File: src/rtl/inr_pkg.sv
// Shared types and constants for the integer n-th root block.
// Holds the item structs, the sequencer state enum and derived widths.
// No dependencies.
package inr_pkg;

    localparam int RADICAND_BITS = 31;
    localparam int EXP_BITS      = 6;
    // Bounds need one extra bit: the low bound can step to radicand + 1.
    localparam int BOUND_BITS    = RADICAND_BITS + 1;
    localparam int PROD_BITS     = 2 * RADICAND_BITS;

    typedef struct packed {
        logic [EXP_BITS-1:0]      exponent;
        logic [RADICAND_BITS-1:0] radicand;
    } in_item_t;

    typedef struct packed {
        logic [RADICAND_BITS-1:0] root;
        logic                     found;
    } out_item_t;

    typedef enum logic [2:0] {
        ST_IDLE,
        ST_SETUP,
        ST_MUL,
        ST_CHK,
        ST_EVAL
    } state_t;

endpackage

File: src/rtl/integer_nth_root.sv
// Exact integer n-th root by bisection over 1..radicand.
// Uses inr_pkg for item structs, state enum and widths.
//
// Usage: present an item on request and raise start; it is taken at a rising
// edge where start is high and busy is low. busy stays high while the item is
// worked on. The result appears on result for exactly one cycle with done high;
// the receiver cannot stall it, so it must take it in that cycle.
// found=1 gives the exact root; otherwise root is 0 (a zero radicand never
// finds a root; exponent 0 finds root 1 only for radicand 1).
// Sequencing: one shared 31x31 multiplier, registered, then a compare against the
// radicand, so each multiply step passes through ST_MUL and then ST_CHK. A probe
// computes the midpoint (ST_SETUP), runs k <= n multiplies (stopped early on
// overshoot), then a last step check and a final compare (ST_EVAL). Up to 31
// probes. Any midpoint above 1 overshoots within 31 multiplies; the probe at
// midpoint 1 never overshoots and runs all n multiplies. Probes typically end
// well short of that because powers overshoot early. One item at a time.
// busy drops in the cycle done is high, so a new item may be started then.
// Reset: rst_n asynchronous, active low; returns to idle with no result pending.
module integer_nth_root (
    input  logic              clk,
    input  logic              rst_n,
    input  logic              start,
    output logic              busy,
    input  inr_pkg::in_item_t  request,
    output logic              done,
    output inr_pkg::out_item_t result
);
    import inr_pkg::*;

    state_t                    state_reg, state_next;
    logic [EXP_BITS-1:0]       n_reg, n_next;
    logic [RADICAND_BITS-1:0]  m_reg, m_next;
    logic [BOUND_BITS-1:0]     lo_reg, lo_next;
    logic [BOUND_BITS-1:0]     hi_reg, hi_next;
    logic [RADICAND_BITS-1:0]  mid_reg, mid_next;
    logic [RADICAND_BITS-1:0]  prod_reg, prod_next;
    logic [EXP_BITS-1:0]       cnt_reg, cnt_next;
    logic [PROD_BITS-1:0]      full_reg, full_next;
    out_item_t                 result_reg, result_next;
    logic                      done_reg, done_next;

    logic                      accept;
    logic                      range_ok;
    logic                      steps_done;
    logic                      over;
    logic [BOUND_BITS-1:0]     mid_calc;

    assign accept     = start && (state_reg == ST_IDLE);
    assign range_ok   = (lo_reg <= hi_reg);
    assign steps_done = (cnt_reg == n_reg);
    assign over       = (full_reg > {{(PROD_BITS-RADICAND_BITS){1'b0}}, m_reg});
    assign mid_calc   = lo_reg + ((hi_reg - lo_reg) >> 1);

    // next state
    always_comb
    begin
        state_next = state_reg;
        case (state_reg)
            ST_IDLE:
            begin
                if (accept)
                    state_next = ST_SETUP;
            end
            ST_SETUP:
            begin
                state_next = range_ok ? ST_MUL : ST_IDLE;
            end
            ST_MUL:
            begin
                state_next = steps_done ? ST_EVAL : ST_CHK;
            end
            ST_CHK:
            begin
                state_next = over ? ST_SETUP : ST_MUL;
            end
            ST_EVAL:
            begin
                state_next = (prod_reg == m_reg) ? ST_IDLE : ST_SETUP;
            end
            default:
            begin
                state_next = ST_IDLE;
            end
        endcase
    end

    // datapath and outputs
    always_comb
    begin
        n_next      = n_reg;
        m_next      = m_reg;
        lo_next     = lo_reg;
        hi_next     = hi_reg;
        mid_next    = mid_reg;
        prod_next   = prod_reg;
        cnt_next    = cnt_reg;
        full_next   = full_reg;
        result_next = result_reg;
        done_next   = 1'b0;
        case (state_reg)
            ST_IDLE:
            begin
                if (accept)
                begin
                    n_next  = request.exponent;
                    m_next  = request.radicand;
                    lo_next = BOUND_BITS'(1);
                    hi_next = {1'b0, request.radicand};
                end
            end
            ST_SETUP:
            begin
                mid_next  = mid_calc[RADICAND_BITS-1:0];
                prod_next = RADICAND_BITS'(1);
                cnt_next  = '0;
                if (!range_ok)
                begin
                    result_next.root  = '0;
                    result_next.found = 1'b0;
                    done_next         = 1'b1;
                end
            end
            ST_MUL:
            begin
                full_next = PROD_BITS'(prod_reg) * PROD_BITS'(mid_reg);
            end
            ST_CHK:
            begin
                if (over)
                    hi_next = {1'b0, mid_reg} - BOUND_BITS'(1);
                else
                begin
                    prod_next = full_reg[RADICAND_BITS-1:0];
                    cnt_next  = cnt_reg + EXP_BITS'(1);
                end
            end
            ST_EVAL:
            begin
                if (prod_reg == m_reg)
                begin
                    result_next.root  = mid_reg;
                    result_next.found = 1'b1;
                    done_next         = 1'b1;
                end
                else if (prod_reg < m_reg)
                    lo_next = {1'b0, mid_reg} + BOUND_BITS'(1);
                else
                    hi_next = {1'b0, mid_reg} - BOUND_BITS'(1);
            end
            default:
            begin
                done_next = 1'b0;
            end
        endcase
    end

    always_ff @(posedge clk or negedge rst_n)
    begin
        if (!rst_n)
        begin
            state_reg <= ST_IDLE;
            done_reg  <= 1'b0;
        end
        else
        begin
            state_reg <= state_next;
            done_reg  <= done_next;
        end
    end

    always_ff @(posedge clk)
    begin
        n_reg      <= n_next;
        m_reg      <= m_next;
        lo_reg     <= lo_next;
        hi_reg     <= hi_next;
        mid_reg    <= mid_next;
        prod_reg   <= prod_next;
        cnt_reg    <= cnt_next;
        full_reg   <= full_next;
        result_reg <= result_next;
    end

    assign busy   = (state_reg != ST_IDLE);
    assign done   = done_reg;
    assign result = result_reg;

endmodule

File: config.mk
export PLATFORM = sky130hd
export DESIGN_NAME = integer_nth_root
export DESIGN_NICKNAME = d
export VERILOG_FILES = /design/src/rtl/inr_pkg.sv /design/src/rtl/integer_nth_root.sv
export SDC_FILE = /design/constraint.sdc
export NUM_CORES = 2
export LEC_CHECK = 0
export BUFFER_PORTS_ARGS = -buffer_cell sky130_fd_sc_hd__buf_2
export CAP_MARGIN = 20
export CORE_MARGIN = 4
export CORE_UTILIZATION = 46
export DETAILED_ROUTE_END_ITERATION = 12
export PLACE_DENSITY_LB_ADDON = 0.3
export SETUP_SLACK_MARGIN = 0.5
export SYNTH_ARGS = -nofsm -noshare
export SYNTH_HDL_FRONTEND = slang
export SYNTH_SLANG_ARGS = --single-unit
File: constraint.sdc
create_clock -name clk -period 8.8 [get_ports clk]
set_input_delay 0.44 -clock clk [delete_from_list [all_inputs] [get_ports clk]]
set_output_delay 0.44 -clock clk [all_outputs]
set_load 0.1 [all_outputs]
======== After elaboration in Yosys (flattened, before gate mapping) ========
Cells that the tools add are included.
Widths: inputs -> output; s select.
cells by class
  add/sub/neg operators ................... 5
  $mul .................................... 1
  order comparisons ....................... 3
  equality and inequality tests ........... 14
  multiplexer cells ....................... 25
  reductions and logical operators ........ 12
operators by type and width
  kind                   count
  $mux 32                9
  $pmux 32 s2            2
  $pmux 32 s3            1
  $gt 62x31->1           1
  $mul 31x31->62         1
  $pmux 31 s2            1
  $add 31x1->32 const B  1
  $le 32x32->1           1
  $sub 31x1->32 const B  1
  $sub 32x32->32         1
  $add 31x31->31         1
  $eq 31x31->1           1
  $lt 31x31->1           1
  $mux 31                1
  $ne 2x2->1 const B     8
  $pmux 3 s5             1
  $pmux 6 s2             1
  $add 6x1->6 const B    1
  $eq 3x2->1 const B     2
  $eq 6x6->1             1
  $mux 3                 2
  $mux 6                 1
  $reduce_bool 2->1      3
  $reduce_bool 3->1      2
  11 further kinds       15
word-level totals
  bits in registers ....................... 267
  output and inout bits ................... 34
  word-level logic and storage cells ...... 72

======== Depth between registers and ports, before layout ========
  word-level depth ........................ 4
  mapped depth ............................ 30

======== Least setup slack after synthesis ========
Ideal clock, no wire load.
  kind .................................... reg2reg
  from .................................... register mid_reg[5]
  to ...................................... register full_reg[61], data pin
  arrival time ............................ 7.491 ns
  data required time ...................... 8.537 ns
  slack ................................... 1.046 ns
  cell stages (with the launch flop) ...... 29
  period minus slack after synthesis ...... 7.754 ns
  path through ............................ edfxtp_1 > clkbuf_1 > clkbuf_1 > and2_1 > fa_1 > fa_1 > fa_1 > inv_1 > fa_1 > inv_1 > fa_1 > inv_1 > fa_1 > inv_1 > fa_1 > fa_1 > ha_1 > clkbuf_1 > nand2_1 > o21bai_1 > nor3_1 > a21oi_1 > a31oi_1 > a31o_2 > o31ai_1 > a221oi_1 > o41ai_2 > and4_1 > nor3_1
on the way
  cells in the longest elaborated chain, start to end .. 1
ends and longest elaborated chain
  what                    line                     RTL
  start, declared         integer_nth_root.sv:35   logic [RADICAND_BITS-1:0] mid_reg, mid_next;
  start signal, assigned  integer_nth_root.sv:177  mid_reg <= mid_next;
  $mul 31x31->62          integer_nth_root.sv:125  full_next = PROD_BITS'(prod_reg) * PROD_BITS'(mid_reg);
  end signal, assigned    integer_nth_root.sv:180  full_reg <= full_next;
  end, declared           integer_nth_root.sv:38   logic [PROD_BITS-1:0] full_reg, full_next;
Every way passes these cells.
A chain may end at the register's enable or synchronous reset.

======== Final worst setup path ========
  from .................................... register mid_reg[9]
  to ...................................... register full_reg[61], data pin
The elaborated chain is that of the path after synthesis.

==> reports/qor.yml <==
floorplanning:
  die_area_mm2: 0.105
  initial_core_util_pct: 46.6
  die_h_um: 324
  ioPinCount: 74
  rows: 115
  die_w_um: 324
  core_area_mm2: 0.0987
routing:
  topRoutingLayerUsed: "met5"
  routed-wl-met3_mm: 12.5
  wl_met2_mm: 53.5
  wire_per_inst_um: 20.6
  final_antenna_net_count: 0
  dr.pass1.iters: 7
  remaining_drc_errors: 0
  drt_iter0_markers: 2289
  vias: 32800
  routed_via_density: 5.40
  wl_mm: 125
  wl_met1_mm: 55.6
place:
  hpwlAfterDp_mm: 103
  portBuffers: 73
  gp_congestion: 0.934
synthesis:
  synth_edf_count: 263
  synth_area_mm2: 0.0459
  syn-num-nets: 6003
  synthTopCellsByArea: "fa_1, edfxtp_1, ha_1"
  ys_ff_latch: 267
  synth_top_flop_cell: "edfxtp_1"
  synth_top_area_share_pct: 36.6
  synth_top_area_cell: "fa_1"
  yosysWarningCount: 0
  syn_avg_cell_area_um2: 9.69
  syn_inst: 4742
  synthArstFlopShare_pct: 1.50
  synthDistinctLibCells: 71
  yosysSeqAreaShare_pct: 17.4
setup_path:
  critPathBufInv: 3
  ff2ff_path_depth: 24
  worstPathMaxFanout: 14
  cp.arrival_ns: 8.38
  crit_family: "adder cells"
  end_kind: "flop"
  start_kind: "flop"
  critPathMostFrequentCell: "fa_1"
  crit_cells: 24
  path_cells: "buf_4 -> and2_1 -> fa_1 -> fa_1 -> inv_1 -> fa_1 -> fa_1 -> inv_1 -> fa_1 -> fa_1 -> fa_1 -> fa_1 -> ha_1 -> nand2_1 -> o31ai_2 -> nand3_1 -> nand3_1 -> a31oi_2 -> a31o_2 -> o31ai_4 -> a221oi_4 -> o41ai_4 -> and4_1 -> nor3_1"
  cpMaxStageDelayCell: "fa_1"
  required_ns: 9.10
  crit_path_max_incr_delay_ns: 0.62
  worstSetupPathType: "reg2reg"
sta:
  slew_headroom_pct: 28.7
  hold_violations: 0
  fin_crit_sh_pct: 91.8
  fin_tns_setup_ns: 0
  max_freq_ghz: 0.124
  finalSetupViolations: 0
  slew_viol_final: 0
  post-route-min-period_ns: 8.08
  tightestPinTransition_ns: 1.07
  rsz0062_at_grt: "true"
  clock_skew_ns: 0.0496
cells_and_area:
  final_layout_size_suffix_gt1_share_pct: 7.54
  syn_to_final_growth_pct: 8.38
  largest_reg_flops: 62
  nets: 6022
clocking:
  clkTransAtPathRegs_ns: 0.07
  numClockSinks: 267
  insertion_delay_ns: 0.59
  cts_buffer_depth: 3
  cts_tree: "yes"
  h-tree-depth: 2
  cts-root-buf: "clkbuf_16"
  tritoncts.num_buffers: 35
grt:
  grt_pass1_vias: 34200
  grt_pass1_wl_mm: 199
  antenna_found_initial: 7
  grt_max_degree: 64
  grt_usage_pct: 24.5
  grt.overflow.total: 0
worst_hold_path:
  hold_path_depth: 1
  min_path_type: "in2reg"
status:
  status: "finished, final reports clean"
run:
  drv_cap: 0
-- worst reg2reg max path, delay by kind of cell (launching register included) --
kind            cells  cell delay, ns
fa+ha+maj           9            4.47
simple gates        6            0.83
compound gates      6            1.54
flops               1            0.57
buf+inv             3            0.38
-- cells by family (layout without fill, tap and decap cells) --
logic type / after synthesis / in the layout / share of synthesized area, %
fa+ha+maj: 1221 / 1221 / 47.0
simple gates: 1477 / 1477 / 16.5
xor+xnor: 174 / 174 / 3.32
buf+inv: 1127 / 1172 / 9.24
compound gates: 474 / 474 / 6.53
mux: 2 / 2 / 0.0436
other cells: 0 / 1 / 0
flops: 267 / 267 / 17.4
-- path summary, 6_finish.rpt --
| kind | startpoint | endpoint | slack [ns] |
|---|---|---|---|
| setup / recovery | mid_reg[9] | full_reg[61] | 0.72 |
| hold / removal | request[35] | n_reg[4] | 0.05 |
| setup reg to reg | mid_reg[9] | full_reg[61] | 0.72 |
| hold reg to reg | full_reg[0] | prod_reg[0] | 0.54 |
| max in group asynchronous | rst_n | state_reg[0] | 8.44 |
| min in group asynchronous | rst_n | state_reg[2] | 0.21 |
-- timing repair --
action                     in CTS  in global routing
hold buffers                    1                  0
setup endpoints to repair       5                 11
pin swaps                       0                  1
resized for setup               2                 20
setup buffers                  18                 25
hold endpoints to repair        4                  0
-- cell usage after synthesis, types with 6 or more instances --
library cell  count
o21bai_1         18
a211oi_1         13
nor3_1           16
a21o_1          101
and4_1           13
o211ai_1          6
buf_1            13
xor2_1           68
fa_1            839
a21oi_1         136
nor2_1          104
nand2_1         576
nor4_1           17
o21ai_1          14
xnor2_1         106
edfxtp_1        263
nand3_1          45
ha_1            382
or3_1            14
nor2b_1          21
nand2b_1         10
o31ai_1           9
and3_1           51
and2_1          540
o21a_1           16
a31oi_1           9
nand4_1          37
o21ai_0         102
clkbuf_1        251
inv_1           857
-- final cells by class --
cell class | count | area, µm²
antenna | 1 | 2.50
clock buffer | 38 | 887
clock inverter | 25 | 292
fill | 8966 | 48900
inverter | 857 | 3220
multi-input combinational | 3348 | 33900
sequential | 267 | 8000
tap | 1287 | 1610
timing repair buffer | 252 | 1930
-- metal layers --
layer,global-route usage [%],up-vias
met3,6.61,182
met1,35.8,16600
met2,36.6,1226
li1,-,14800
met4,5.93,6
met5,0,-
-- per-stage QoR --
stage / hold WS [ns] / area (µm²) / setup WS [ns] / util (%) / instances
floorplan: 0.144 / 45900 / 1.05 / - / 4742
global placement: 0.272 / 47900 / 0.424 / 48.6 / 5962
detailed placement: 0.272 / 48000 / 0.270 / 48.6 / 5963
CTS: 0.0132 / 49400 / 0.499 / 50.0 / 6045
global route: 0.0238 / 49800 / 0.470 / 50.5 / 6075
finish: 0.0458 / 49800 / 0.718 / 50.5 / 6075
-- cells in the final DEF (no fill, tap or decap), types with 14 or more instances in the layout --
master / instances
buf_2: 74
buf_4: 158
inv_1: 857
a21oi_1: 132
edfxtp_1: 263
or3_1: 14
nand3_1: 45
ha_1: 381
fa_1: 839
xnor2_1: 106
o21bai_1: 18
o21a_1: 16
a21o_1: 101
and3_1: 51
clkbuf_16: 35
nor3_1: 16
o21ai_0: 102
nand2_1: 576
nor4_1: 15
nor2_1: 100
and2_1: 540
nor2b_1: 21
nand4_1: 37
xor2_1: 68
Power is not shown: default switching activity piles up to over one toggle a cycle in this logic, so the estimate is an artifact.
